===== config.mk =====
export PLATFORM = sky130hd
export DESIGN_NAME = loie_seq
export DESIGN_NICKNAME = d
export VERILOG_FILES = /design/src/hw/rtl/loie_pkg.sv /design/src/hw/rtl/loie_seq.sv
export SDC_FILE = /design/constraint.sdc
export NUM_CORES = 1
export LEC_CHECK = 0
export BUFFER_PORTS_ARGS = -buffer_cell sky130_fd_sc_hd__clkbuf_2
export CAP_MARGIN = 20
export CORE_MARGIN = 10
export CORE_UTILIZATION = 35
export DETAILED_ROUTE_END_ITERATION = 8
export SLEW_MARGIN = 5
export SYNTH_ARGS = -nofsm -noshare
export SYNTH_HDL_FRONTEND = slang
export SYNTH_SLANG_ARGS = --single-unit

===== constraint.sdc =====
create_clock -name clk -period 7.25 [get_ports clk]
set_input_delay 1.0875 -clock clk [delete_from_list [all_inputs] [get_ports clk]]
set_output_delay 1.0875 -clock clk [all_outputs]
set_load 0.02 [all_outputs]

===== src/hw/rtl/loie_pkg.sv =====
// Shared types, codes and defaults for the log offset index engine.
// No dependencies; used by loie_table, loie_seq and the top level.
package loie_pkg;

	localparam int DEF_INDEX_DEPTH  = 1024;
	localparam int DEF_HEADER_BYTES = 24;

	localparam int OFFSET_W   = 64;
	localparam int POS_W      = 40;
	localparam int LEN_W      = 32;
	localparam int STATUS_W   = 2;
	localparam int CFG_IDX_W  = 8;
	localparam int CFG_DATA_W = 64;

	localparam logic [POS_W-1:0] MAX_SEG_RESET = 40'd1073741824;

	// operation codes
	localparam logic OP_APPEND = 1'b0;
	localparam logic OP_LOOKUP = 1'b1;

	// result status codes
	localparam logic [STATUS_W-1:0] STATUS_OK        = 2'd0;
	localparam logic [STATUS_W-1:0] STATUS_FULL      = 2'd1;
	localparam logic [STATUS_W-1:0] STATUS_NOT_FOUND = 2'd2;

	// configuration register indexes
	localparam logic [CFG_IDX_W-1:0] CFG_START_OFF = 8'd0;
	localparam logic [CFG_IDX_W-1:0] CFG_MAX_SEG   = 8'd1;

	typedef struct packed {
		logic                operation;
		logic [LEN_W-1:0]    payload_len;
		logic [OFFSET_W-1:0] lookup_off;
	} req_t;

	typedef struct packed {
		logic [STATUS_W-1:0] status;
		logic [OFFSET_W-1:0] record_offset;
		logic [POS_W-1:0]    byte_position;
	} result_t;

endpackage


===== src/hw/rtl/loie_seq.sv =====
// Sequencer: segment state, append path and the binary search loop that
// reuses one 64-bit key compare per probe. Depends on loie_pkg.
module loie_seq #(
	parameter int INDEX_DEPTH  = loie_pkg::DEF_INDEX_DEPTH,
	parameter int HEADER_BYTES = loie_pkg::DEF_HEADER_BYTES,
	localparam int AW = $clog2(INDEX_DEPTH),
	localparam int CW = $clog2(INDEX_DEPTH + 1)
) (
	input  logic                          clk,
	input  logic                          arst_n,
	input  logic                          req_valid,
	output logic                          req_ready,
	input  loie_pkg::req_t                req,
	output logic                          res_valid,
	input  logic                          res_take,
	output loie_pkg::result_t             res,
	input  logic                          base_load,
	input  logic [loie_pkg::OFFSET_W-1:0] base_value,
	input  logic [loie_pkg::POS_W-1:0]    max_seg_bytes,
	output logic                          wr_en,
	output logic [AW-1:0]                 wr_addr,
	output logic [loie_pkg::OFFSET_W-1:0] wr_offset,
	output logic [loie_pkg::POS_W-1:0]    wr_position,
	output logic                          rd_en,
	output logic [AW-1:0]                 rd_addr,
	input  logic [loie_pkg::OFFSET_W-1:0] rd_offset,
	input  logic [loie_pkg::POS_W-1:0]    rd_position
);

	localparam logic [2:0] ST_IDLE   = 3'd0;
	localparam logic [2:0] ST_APPEND = 3'd1;
	localparam logic [2:0] ST_PROBE  = 3'd2;
	localparam logic [2:0] ST_DONE   = 3'd3;

	localparam int PW = loie_pkg::POS_W;

	logic [2:0]                    state_q;
	loie_pkg::req_t                req_q;
	loie_pkg::result_t             res_q;
	logic [PW-1:0]                 seg_q;
	logic [loie_pkg::OFFSET_W-1:0] next_off_q;
	logic [CW-1:0]                 count_q;
	logic [CW-1:0]                 lo_q;
	logic [CW-1:0]                 hi_q;
	logic [CW-1:0]                 mid_q;

	logic          accept;
	logic          key_gt, key_lt, key_eq;
	logic [CW-1:0] cand_lo, cand_hi, cand_mid;
	logic          cand_open;
	logic          full;
	logic [PW:0]   grown;
	logic [PW-1:0] seg_next;

	// lower middle of [lo, hi), lo < hi
	function automatic logic [CW-1:0] mid_of(input logic [CW-1:0] lo, input logic [CW-1:0] hi);
		logic [CW-1:0] span;
		span = hi - lo - CW'(1);
		return lo + (span >> 1);
	endfunction

	assign accept    = req_valid && req_ready;
	assign req_ready = (state_q == ST_IDLE);
	assign res_valid = (state_q == ST_DONE);
	assign res       = res_q;

	// shared key compare
	always_comb begin
		key_gt = req_q.lookup_off > rd_offset;
		key_lt = req_q.lookup_off < rd_offset;
		key_eq = !key_gt && !key_lt;
	end

	// next search window: from the entry count on a new lookup, else narrowed
	always_comb begin
		if (state_q == ST_IDLE) begin
			cand_lo = '0;
			cand_hi = count_q;
		end else begin
			cand_lo = key_gt ? mid_q + CW'(1) : lo_q;
			cand_hi = key_lt ? mid_q : hi_q;
		end
		cand_open = cand_lo < cand_hi;
		cand_mid  = mid_of(cand_lo, cand_hi);
	end

	assign rd_en = (accept && req.operation == loie_pkg::OP_LOOKUP && cand_open)
		|| (state_q == ST_PROBE && !key_eq && cand_open);
	assign rd_addr = cand_mid[AW-1:0];

	// append path, saturating size
	always_comb begin
		full     = (seg_q >= max_seg_bytes) || (count_q >= CW'(INDEX_DEPTH));
		grown    = {1'b0, seg_q} + (PW+1)'(HEADER_BYTES)
			+ {{(PW+1-loie_pkg::LEN_W){1'b0}}, req_q.payload_len};
		seg_next = grown[PW] ? {PW{1'b1}} : grown[PW-1:0];
	end

	assign wr_en       = (state_q == ST_APPEND) && !full;
	assign wr_addr     = count_q[AW-1:0];
	assign wr_offset   = next_off_q;
	assign wr_position = seg_q;

	always_ff @(posedge clk or negedge arst_n) begin
		if (!arst_n) begin
			state_q    <= ST_IDLE;
			seg_q      <= '0;
			next_off_q <= '0;
			count_q    <= '0;
		end else begin
			if (base_load && count_q == '0) begin
				next_off_q <= base_value;
			end
			case (state_q)
				ST_IDLE: begin
					if (accept) begin
						req_q <= req;
						if (req.operation == loie_pkg::OP_APPEND) begin
							state_q <= ST_APPEND;
						end else if (cand_open) begin
							lo_q    <= cand_lo;
							hi_q    <= cand_hi;
							mid_q   <= cand_mid;
							state_q <= ST_PROBE;
						end else begin
							res_q   <= '{loie_pkg::STATUS_NOT_FOUND, req.lookup_off, '0};
							state_q <= ST_DONE;
						end
					end
				end
				ST_APPEND: begin
					if (full) begin
						res_q <= '{loie_pkg::STATUS_FULL, next_off_q, seg_q};
					end else begin
						res_q      <= '{loie_pkg::STATUS_OK, next_off_q, seg_q};
						seg_q      <= seg_next;
						next_off_q <= next_off_q + 64'd1;
						count_q    <= count_q + CW'(1);
					end
					state_q <= ST_DONE;
				end
				ST_PROBE: begin
					if (key_eq) begin
						res_q   <= '{loie_pkg::STATUS_OK, req_q.lookup_off, rd_position};
						state_q <= ST_DONE;
					end else if (cand_open) begin
						lo_q  <= cand_lo;
						hi_q  <= cand_hi;
						mid_q <= cand_mid;
					end else begin
						res_q   <= '{loie_pkg::STATUS_NOT_FOUND, req_q.lookup_off, '0};
						state_q <= ST_DONE;
					end
				end
				ST_DONE: begin
					if (res_take) begin
						state_q <= ST_IDLE;
					end
				end
				default: begin
					state_q <= ST_IDLE;
				end
			endcase
		end
	end

endmodule


**Yosys cells after proc, flatten, opt, wreduce, memory -nomap -nowiden**

Index checks and enable logic that the tools add are counted.

- Bits in registers: 353
- Output and inout port bits: 234
- Word-level logic and storage cells: 95

- Add/sub/neg operators: 8
- $lt $le $gt $ge: 5
- Eq/ne operators: 9
- Mux-type cells: 37
- Bitwise operators: 1
- Reductions and logical operators: 23

Operators with widths:

| cell | number |
|---|---|
| $mux W106 | 5 |
| $pmux W106 S3 | 1 |
| $mux W64 | 3 |
| $mux W11 | 16 |
| $mux W105 | 1 |
| $pmux W11 S2 | 3 |
| $add A64 B1 Y64 const B | 1 |
| $gt A64 B64 Y1 | 1 |
| $lt A64 B64 Y1 | 1 |
| $add A40 B5 Y41 const B | 1 |
| $add A41 B32 Y41 | 1 |
| $ge A40 B40 Y1 | 1 |
| $mux W40 | 1 |
| $add A11 B1 Y11 const B | 2 |
| $mux W3 | 4 |
| $pmux W3 S4 | 1 |
| $add A11 B10 Y11 | 1 |
| $ge A11 B11 Y1 const B | 1 |
| $logic_not A11 Y1 | 1 |
| $lt A11 B11 Y1 | 1 |
| $sub A11 B1 Y11 const B | 1 |
| $sub A11 B11 Y11 | 1 |
| $logic_and A1 B1 Y1 | 8 |
| $eq A3 B2 Y1 const B | 2 |
| other kinds (16) | 24 |

**Longest topological paths before layout**

Gate-level depths: netlist (run 1).

- Word-level depth: 10
- Depth in mapped cells: 27

**Worst setup path before layout (run 1)**

No wires, ideal clock.

- Path kind: input port to flip-flop
- Start point: input rd_offset[51] (netlist name)
- End point: register res_q, in the netlist res[0], enable pin
- Library setup time: 0.475 ns
- Data arrival time: 7.230 ns
- Required time: 6.775 ns
- Setup slack: -0.454 ns
- Stages: 19
- Path buffers: 2
- Path through: inv_1 > ha_1 > nand4_1 > nor4_1 > and2_2 > o311a_1 > a311oi_2 > a21oi_2 > clkbuf_1 > o21ai_0 > or2_2 > ha_1 > clkbuf_1 > a211oi_1 > nand2_1 > a21oi_1 > o41a_1 > nand2b_1 > o2111a_1

- Longest elaborated chain between the ends: 6
- Elaborated cells between the ends (all ways): 13

RTL lines:

| item | line | text |
|---|---|---|
| from (decl) | loie_seq.sv:26 | `input logic [loie_pkg::OFFSET_W-1:0] rd_offset,` |
| $gt A64 B64 Y1 or $lt A64 B64 Y1 (tied branches) | loie_seq.sv:69, loie_seq.sv:70 |  |
| $mux W11, on equally long branches | loie_seq.sv:80, loie_seq.sv:81 |  |
| $mux W11 | loie_seq.sv:76 | `if (state_q == ST_IDLE) begin` |
| $lt A11 B11 Y1 | loie_seq.sv:83 | `cand_open = cand_lo < cand_hi;` |
| $ne A3 B3 Y1 (no line) or $ne A2 B2 Y1 (tied branches) | n/a |  |
| $reduce_and A6 Y1 (no line) (*) | n/a |  |
| to (signal assigned) | loie_seq.sv:126 | `res_q <= '{loie_pkg::STATUS_NOT_FOUND, req.lookup_off, '0};` |
| to (signal assigned) | loie_seq.sv:133 | `res_q <= '{loie_pkg::STATUS_FULL, next_off_q, seg_q};` |
| to (signal assigned) | loie_seq.sv:135 | `res_q <= '{loie_pkg::STATUS_OK, next_off_q, seg_q};` |
| to (decl) | loie_seq.sv:39 | `loie_pkg::result_t res_q;` |

Every way passes the cells marked *; elsewhere a longest branch is shown, timed or not.
A chain may end at the register's enable or synchronous reset.

**Final worst setup path (run 1)**

- Start point: input rd_offset[27] (netlist name)
- End point: output rd_addr[8]

- Longest elaborated chain between the ends: 6
- Elaborated cells between the ends (all ways): 9

RTL lines:

| item | line | text |
|---|---|---|
| $lt A64 B64 Y1 or $gt A64 B64 Y1 (tied branches) | loie_seq.sv:70, loie_seq.sv:69 |  |
| $mux W11, on equally long branches | loie_seq.sv:81, loie_seq.sv:80 |  |
| $mux W11 | loie_seq.sv:76 |  |
| $sub A11 B11 Y11 | loie_seq.sv:58 | `span = hi - lo - CW'(1);` |
| $sub A11 B1 Y11 | loie_seq.sv:58 |  |
| $add A11 B10 Y11 (*) | loie_seq.sv:59 | `return lo + (span >> 1);` |
| to (decl) | loie_seq.sv:25 | `output logic [AW-1:0] rd_addr,` |

Marked as above.

==> results of run 1 <==
placed cells by master, fill, tap and decap left out, types with 51 or more instances in the layout:
| cell type | netlist | layout |
|---|---|---|
| a22oi_1 | 65 | 65 |
| buf_4 | 20 | 99 |
| nor2_1 | 225 | 221 |
| o21ai_0 | 83 | 79 |
| a21oi_1 | 202 | 192 |
| a21o_1 | 51 | 51 |
| clkbuf_2 | 0 | 537 |
| edfxtp_1 | 235 | 235 |
| dfrtp_1 | 117 | 117 |
| nand2_1 | 129 | 125 |
| ha_1 | 203 | 172 |
| inv_1 | 175 | 160 |
per-stage QoR:
stage	hold WS, ns	worst slack, ns	area (sq um)	instances
2_1_floorplan	0.476	0.105	21300	2130
4_1_cts	0.521	0.00498	27100	3535
3_5_place_dp	0.562	-0.263	25400	3447
6_report	0.504	0.119	27600	3549
3_3_place_gp	0.549	-0.146	25400	3447
5_1_grt	0.544	-0.150	27600	3548
logic make-up after synthesis:
group           after synthesis
buf+inv                     276
flops                       352
simple gates                601
xor+xnor                     61
fa+ha+maj                   205
mux                          22
compound gates              613
power groups by stage:
stage | sequential, mW | combinational, mW | clock, mW
final | 3.15 | 6.55 | 2.34
after global routing | 3.19 | 7.17 | 2.46
after CTS | 3.15 | 6.40 | 2.38
after detailed placement | 3.18 | 6.15 | 0
after global placement | 3.17 | 6.07 | 0
after floorplan | 3.47 | 3.92 | 0
worst max-delay path, stage by stage:
cell and delay, ns:
clkbuf_2 0.08, inv_1 0.10, ha_4 0.21, nand4_1 0.12, nor3_2 0.07, a221o_1 0.36, o311a_4 0.36, buf_6 0.13
a311o_1 0.34, or4_4 0.43, and3_4 0.20, xnor2_2 0.13, ha_2 0.21, nand3_2 0.07, nand2_1 0.05, a31o_2 0.22
a31o_1 0.18, a21o_1 0.17, a21oi_2 0.19, xnor2_1 0.10, ha_1 0.36, nand2_1 0.09, o32ai_2 0.32, nor2_1 0.09
xnor2_1 0.20, buf_4 0.18
layer usage:
layer	part of all wire	track usage	wire, microns
met1	0.42	0.284	35300
met2	0.48	0.373	39700
met3	0.073	0.0475	6060
met4	0.027	0.0715	2230
met5	0.00089	0	74
flip-flops by register name, summed over array words and instances (netlist names):
| register | flops |
|---|---|
| res | 106 |
| req_q | 96 |
| wr_offset | 64 |
| wr_position | 40 |
| count_q | 11 |
| hi_q | 11 |
| lo_q | 11 |
| mid_q | 11 |
| state_q | 2 |
cell type report:
type | count | area, sq um
Antenna cell | 8 | 20.0
Clock buffer | 53 | 1200
Clock inverter | 29 | 325
Fill cell | 5834 | 32800
Inverter | 176 | 671
Multi-Input combinational cell | 1502 | 10800
Sequential cell | 352 | 9980
Tap cell | 782 | 978
Timing Repair Buffer | 647 | 3590
path summary, 6_finish.rpt:
check | from | endpoint | slack, ns | cells past startpoint
max in group asynchronous | arst_n | wr_offset[53] | 5.48 | 2
hold reg to reg | state_q[1] | state_q[1] | 0.58 | 1
setup / recovery | rd_offset[27] | rd_addr[8] | 0.12 | 26
setup reg to reg | req_q[26] | mid_q[10] | 1.53 | 25
hold / removal | arst_n | wr_position[34] | 0.50 | 1
min in group clk | state_q[1] | state_q[1] | 0.58 | 1
what timing repair did:
action                     CTS  global route
resized for setup           41            65
cloned                       0             0
setup buffers                6             6
pin swaps                   38            47
setup endpoints to repair    4             5
==> results.yml, run 1 <==
cts:
  numClockSinks: 352
  numCtsBuffers: 44
  clk_pin_slew_ns: 0.06
  cts_tree: "yes"
  clock_latency_ns: 0.58
  cts_buffer_depth: 3
  root_buffer: "clkbuf_16"
  h-tree-depth: 2
  cts_hold_buf: 0
sta:
  relSlewSlack: 0.253
  grt_setup_unrepaired: "yes"
  slew_violations: 0
  layout_min_cycle_time_ns: 7.13
  setup_viol: 0
  hold_violations: 0
  max_freq_ghz: 0.140
  setup_tns_ns: 0
  fin_worst_skew_ns: 0.0178
  tightest_slew_ns: 1.12
  fin_crit_sh: 0.984
route:
  num_vias: 19337
  drt_wl_total_microns: 83400
  first_iter_violations: 1353
  dr.pass1.iters: 5
  antenna_left: 0
  vias_per_cell: 5.45
  drcViolationCount: 0
  avgRoutedWirePerCell_microns: 23.5
synth:
  synthArstFlopShare: 0.332
  synth_compound_area_frac: 0.188
  synth_simple_gate_area_frac: 0.133
  synthesis.area_sq_um: 21300
  synth_top_family_by_area: "compound AO/OA/AOI/OAI gates"
  synth_warnings: 0
  yosysUniqueCellTypes: 84
  synth_common_cells: "edfxtp_1 (235), nor2_1 (225), ha_1 (203)"
  syn-num-nets: 2645
  synth-main-ff-cell: "edfxtp_1"
  synth-edff-count: 235
  ys_seq_elements: 352
  synthMuxAreaShare: 0.0114
  yosys.area_share.adder: 0.121
  synth.largest_area_cell: "edfxtp_1"
  yosysMostFrequentCell: "edfxtp_1"
  syn_inst: 2130
  yosys.area_share.xor_xnor: 0.0251
  netlist.area_leader.share: 0.331
  seq_area_frac_synth: 0.468
  ys_top_cells_by_area: "edfxtp_1 (33%), dfrtp_1 (14%), ha_1 (12%)"
  avgSynthCellArea_sq_um: 10.0
power:
  pwr-share-seq: 0.262
  power_mw: 12.0
  p_sw_frac: 0.423
  p_comb_frac: 0.544
  power.leakage_nw: 12.9
  intPower_mw: 6.94
  pwr-share-clk: 0.194
  ir_worst_vdd_uv: 801
  switching_power_mw: 5.09
  p_per_area_nw_per_um2: 436
critical_path:
  worstPathArrival_ns: 6.04
  crit_required_ns: 6.16
  critPathKind: "in -> out"
  crit_fanout: 5
  critical_path.startpoint_type: "primary input"
  crit_path_end_kind: "output port"
floorplan:
  num_rows: 90
  initial_core_util: 0.353
  core_area_sq_um: 60400
  boundaryPins: 544
  dieArea_sq_um: 71200
  chipHeight_microns: 267
  die_w_microns: 267
global_route:
  grt_pass1_wl_microns: 121000
  antenna_found_initial: 13
  grt_overflow: 0
  grt_pass1_vias: 19304
  track_usage: 0.223
  grt_max_degree: 135
layout:
  drive_gt1_frac: 0.305
  num-nets-final: 3238
  finalCoreUtilization: 0.457
  area_growth_pct: 29.4
placed_design:
  gp_congestion: 0.936
  io_buffer_count: 543
  hpwl_microns: 63800
status:
  status: "finished clean"
run:
  drv_cap: 0
min_path:
  hp-class: "in -> async"
No activity file was read; power rests on OpenSTA's default activity.
==> run 2, diff against run 1 <==
--- a/config.mk
+++ b/config.mk
@@ -7,7 +7,6 @@
 export LEC_CHECK = 0
 export BUFFER_PORTS_ARGS = -buffer_cell sky130_fd_sc_hd__clkbuf_2
 export CAP_MARGIN = 20
-export CORE_MARGIN = 10
 export CORE_UTILIZATION = 35
 export DETAILED_ROUTE_END_ITERATION = 8
 export SLEW_MARGIN = 5
==> run 2 against run 1 <==
First-iteration DRC count shrank 1.0%. Power grew 3.2%. Critical path depth increased by 1. Sequential power hardly changed. Critical endpoint is now rd_addr[9]. Largest cell class unchanged. Highest routed layer unchanged.
==> results.yml, run 2 (same netlist as run 1, synthesis figures left out) <==
route:
  num_vias: 19231
  vias_per_cell: 5.42
  avgRoutedWirePerCell_microns: 22.2
  antenna_left: 0
  drcViolationCount: 0
  drt_wl_total_microns: 78700
  dr.pass1.iters: 7
  first_iter_violations: 1339
global_route:
  grt_pass1_wl_microns: 117000
  grt_overflow: 0
  grt_max_degree: 92
  grt_pass1_vias: 19065
  track_usage: 0.247
  top_usage_layer: "met2"
  antenna_found_initial: 6
  met2_usage: 0.422
  use_met1: 0.318
  met3_usage: 0.0472
power:
  p_per_area_nw_per_um2: 451
  power.leakage_nw: 12.9
  ir_worst_vdd_uv: 741
  power_mw: 12.4
critical_path:
  reg2reg_from: "req_q[1]"
  endpoint: "rd_addr[9]"
  worst-r2r-cell-count: 21
  cp_num_buf_inv: 5
  crit_slowest_cell: "o311a_4"
  critical_path.startpoint_type: "primary input"
  critical_path.top_delay_family: "compound AO/OA/AOI/OAI gates"
  crit_required_ns: 6.16
  cpPeakStageDelay_ns: 0.41
  crit_path_start: "rd_offset[22]"
  crit_fanout: 5
  crit_path_end_kind: "output port"
  crit_cells: 27
  critPathKind: "in -> out"
  rr_endpoint: "res[84]"
  regToRegSetupSlack_ns: 1.30
  worstPathArrival_ns: 6.14
sta:
  max_freq_ghz: 0.138
  relSlewSlack: 0.238
  fin_crit_sh: 0.997
  hold_slack_ns: 0.378
  tightest_slew_ns: 1.14
  setup_viol: 0
  fin_ws_ns: 0.0253
  layout_min_cycle_time_ns: 7.22
  slew_violations: 0
  grt_setup_unrepaired: "yes"
  hold_violations: 0
  fin_worst_skew_ns: 0.0157
layout:
  layout_common_cells: "clkbuf_2 (538), edfxtp_1 (235), nor2_1 (222)"
  fin_cells: 3547
  area_growth_pct: 29.3
  largest_register_ffs: 106
  drive_gt1_frac: 0.301
  num-nets-final: 3243
  layout_commonest_cell: "clkbuf_2"
cts:
  cts_tree: "yes"
  h-tree-depth: 2
  numCtsBuffers: 44
  cts_hold_buf: 0
  numClockSinks: 352
  cts_buffer_depth: 3
  clk_pin_slew_ns: 0.06
  clock_latency_ns: 0.56
  root_buffer: "clkbuf_16"
placed_design:
  gp_congestion: 0.928
  dpl.cell_count: 3445
  hpwl_microns: 60000
  io_buffer_count: 543
  pre_cts_slack_ns: -0.347
floorplan:
  dieArea_sq_um: 61900
  chipHeight_microns: 249
  initial_core_util: 0.354
  num_rows: 90
  core_area_sq_um: 60200
  boundaryPins: 544
  die_w_microns: 249
status:
  status: "finished clean"
run:
  drv_cap: 0
min_path:
  hp-class: "in -> async"
run 2: cell count changes in the layout (fill, tap and decap cells not counted), sizes merged:
cell      delta
bufinv       +4
buf          +2
inv          -2
clkinvlp     +3
clkinv       -4
diode        -5
run 2: cell type report:
type	instances	area (sq um)
fillers	5776	32700
multi-input cells	1502	10700
flip-flops and latches	352	9980
repair buffers	652	3620
clock buffers	50	1150
well taps	782	978
inverters	176	666
clock inverters	30	440
diodes	3	7.51
run 2: power breakdown:
part	switching (mW)	internal (mW)	total (mW)
clock network	0.934	1.54	2.47
logic	4.03	2.78	6.80
registers	0.193	2.95	3.15
total	5.15	7.27	12.4
run 2: how the worst min path moves through the flow:
stage / endpoint / slack [ns] / startpoint
floorplan: count_q[10] / 0.48 / count_q[10]
global placement: state_q[1] / 0.56 / state_q[1]
detailed placement: count_q[9] / 0.56 / count_q[9]
CTS: wr_offset[48] / 0.35 / arst_n
global route: wr_offset[49] / 0.37 / arst_n
finish: wr_offset[48] / 0.38 / arst_n
run 2: through the flow:
step	area, sq um	setup TNS [ns]	util
after floorplan	21300	0	-
after global placement	25300	-0.354	0.421
after detailed placement	25300	-0.843	0.421
after CTS	27200	0	0.451
after global routing	27600	-0.380	0.457
final	27600	0	0.457
run 2: what timing repair did:
item,in CTS,in global routing
setup endpoints to repair,5,5
gates resized for setup,31,56
setup buffers,9,8
pin swaps,26,37
run 2: routing by layer:
layer / vias to the layer above / share of wire
li1: 9061 / -
met2: 670 / 0.49
met5: - / 0.00043
met4: 6 / 0.024
met1: 9392 / 0.42
met3: 102 / 0.065
==> run 3, diff against run 2 <==
--- a/config.mk
+++ b/config.mk
@@ -5,10 +5,10 @@
 export SDC_FILE = /design/constraint.sdc
 export NUM_CORES = 1
 export LEC_CHECK = 0
-export BUFFER_PORTS_ARGS = -buffer_cell sky130_fd_sc_hd__clkbuf_2
 export CAP_MARGIN = 20
 export CORE_UTILIZATION = 35
 export DETAILED_ROUTE_END_ITERATION = 8
+export DONT_BUFFER_PORTS = 1
 export SLEW_MARGIN = 5
 export SYNTH_ARGS = -nofsm -noshare
 export SYNTH_HDL_FRONTEND = slang
==> run 3 against run 2 <==
Maximum frequency is 1.9% higher. First-iteration DRC count is 4.7% lower. Critical path depth stayed put. Sequential power is 13% higher. Register-to-register slack better by 0.12 ns. Sequential share of layout area is 3.9 points higher. Hold slack worse by 0.16 ns. Power is 4.8% lower. Clock skew is 0.0031 ns higher. Global-route usage is 0.77 points lower. Die area stayed put. Largest cell class unchanged.
==> results.yml, run 3 (same netlist as run 1, synthesis figures left out) <==
status:
  status: "finished clean"
sta:
  relSlewSlack: 0.340
  setup_tns_ns: 0
  fin_worst_skew_ns: 0.0188
  fin_crit_sh: 0.978
  slew_violations: 0
  hold_violations: 0
  setup_viol: 0
  layout_min_cycle_time_ns: 7.09
  tightest_slew_ns: 0.991
  max_freq_ghz: 0.141
placed_design:
  hpwl_microns: 57900
  io_buffer_count: 0
  gp_congestion: 0.934
critical_path:
  worst-r2r-cell-count: 22
  crit_required_ns: 6.16
  path_common_cell: "buf_4"
  crit_path_start: "rd_offset[39]"
  crit_cells: 27
  crit_slowest_cell: "a221o_1"
  reg2reg_from: "req_q[39]"
  rr_endpoint: "res[85]"
  cp_num_buf_inv: 6
  critical_path.startpoint_type: "primary input"
  critPathKind: "in -> out"
  crit_path_end_kind: "output port"
  cpPeakStageDelay_ns: 0.39
  crit_fanout: 4
  critical_path.top_delay_family: "compound AO/OA/AOI/OAI gates"
  regToRegSetupSlack_ns: 1.42
  endpoint: "rd_addr[8]"
  worstPathArrival_ns: 6.00
power:
  power.leakage_nw: 10.6
  ir_worst_vdd_uv: 1010
  power_mw: 11.8
  p_per_area_nw_per_um2: 476
global_route:
  grt_max_degree: 121
  use_met1: 0.301
  track_usage: 0.240
  top_usage_layer: "met2"
  grt_pass1_vias: 17159
  met2_usage: 0.399
  grt_pass1_wl_microns: 113000
  met3_usage: 0.0622
  antenna_found_initial: 13
  grt_overflow: 0
layout:
  layout_common_cells: "edfxtp_1 (235), nor2_1 (223), a21oi_1 (194)"
  layout_commonest_cell: "edfxtp_1"
  drive_gt1_frac: 0.135
  num-nets-final: 2710
  fill_cells: 5757
  largest_register_ffs: 106
  area_growth_pct: 16.6
  finalCoreUtilization: 0.412
cts:
  clock_latency_ns: 0.58
  numClockSinks: 352
  h-tree-depth: 2
  cts_buffer_depth: 3
  clk_pin_slew_ns: 0.06
  numCtsBuffers: 44
  root_buffer: "clkbuf_16"
  cts_tree: "yes"
  cts_hold_buf: 0
floorplan:
  boundaryPins: 544
  chipHeight_microns: 249
  core_area_sq_um: 60200
  die_w_microns: 249
  dieArea_sq_um: 61900
  num_rows: 90
  initial_core_util: 0.354
route:
  first_iter_violations: 1276
  drcViolationCount: 0
  antenna_left: 0
  num_vias: 17307
  drt_wl_total_microns: 76900
  vias_per_cell: 5.74
  avgRoutedWirePerCell_microns: 25.5
  dr.pass1.iters: 8
run:
  drv_cap: 0
min_path:
  hp-class: "in -> async"
-- run 3: changes by cell type in the layout (fill, tap and decap cells not counted), moves of 4 or more --
cell | previous run | this run
buf_4 | 103 | 111
ha_1 | 186 | 178
inv_2 | 5 | 10
ha_4 | 14 | 22
clkbuf_2 | 538 | 0
inv_1 | 169 | 165
-- run 3: worst reg2reg max path, stage by stage, from the launching register on --
cell and delay [ns]:
edfxtp_1 0.42, ha_1 0.34, nand4_1 0.13, buf_4 0.12, inv_1 0.03, a221o_1 0.39, a211o_4 0.39, a311oi_4 0.35
a21oi_4 0.12, buf_4 0.16, buf_4 0.15, buf_4 0.16, nand2_1 0.05, o21ai_0 0.07, or2_2 0.30, ha_2 0.41
a211oi_1 0.13, nand2_1 0.08, a21oi_1 0.04, o41a_1 0.50, nand2b_1 0.22, o2111a_2 0.58, buf_12 0.30
-- run 3: final cells by class --
cell class,count,area [sq um],area share
diodes,6,15.0,0.000604
clock buffers,48,1140,0.0457
clock inverters,32,408,0.0164
inverters,176,663,0.0267
multi-input cells,1502,10700,0.431
flip-flops and latches,352,9980,0.402
well taps,782,978,0.0394
repair buffers,119,961,0.0387
-- run 3: repair_timing --
action,CTS,global route
pin swaps,13,47
setup buffers,0,18
setup endpoints to repair,2,4
resized for setup,16,62
gates cloned,0,0
-- run 3: stage by stage --
| stage | hold slack, ns | std cells | instance area, sq um | setup WS (ns) |
|---|---|---|---|---|
| 6_report | 0.213 | 3017 | 24900 | 0.161 |
| 5_1_grt | 0.178 | 3017 | 24900 | -0.0736 |
| 4_1_cts | 0.177 | 2992 | 24300 | 0.00254 |
| 3_5_place_dp | 0.551 | 2912 | 22700 | -0.132 |
| 3_3_place_gp | 0.548 | 2912 | 22700 | -0.0588 |
| 2_1_floorplan | 0.476 | 2130 | 21300 | 0.105 |
-- run 3: how the worst min path moves through the flow --
| stage | from | slack [ns] | depth (start not counted) | endpoint |
|---|---|---|---|---|
| floorplan | count_q[10] | 0.48 | 2 | count_q[10] |
| global placement | state_q[1] | 0.55 | 1 | state_q[1] |
| detailed placement | state_q[1] | 0.55 | 1 | state_q[1] |
| CTS | arst_n | 0.18 | 0 | wr_position[37] |
| global route | arst_n | 0.18 | 0 | wr_offset[63] |
| finish | arst_n | 0.21 | 0 | wr_offset[63] |
-- run 3: report_power, final --
group | internal, mW | switching, mW | total [mW]
registers | 2.98 | 0.575 | 3.55
logic | 2.48 | 3.42 | 5.89
clock network | 1.43 | 0.950 | 2.38
total | 6.88 | 4.94 | 11.8
-- run 3: routing by layer --
layer | routed length (microns) | share of wire
met5 | 82 | 0.0011
met4 | 2550 | 0.033
met3 | 6520 | 0.085
met2 | 36600 | 0.48
met1 | 31200 | 0.41
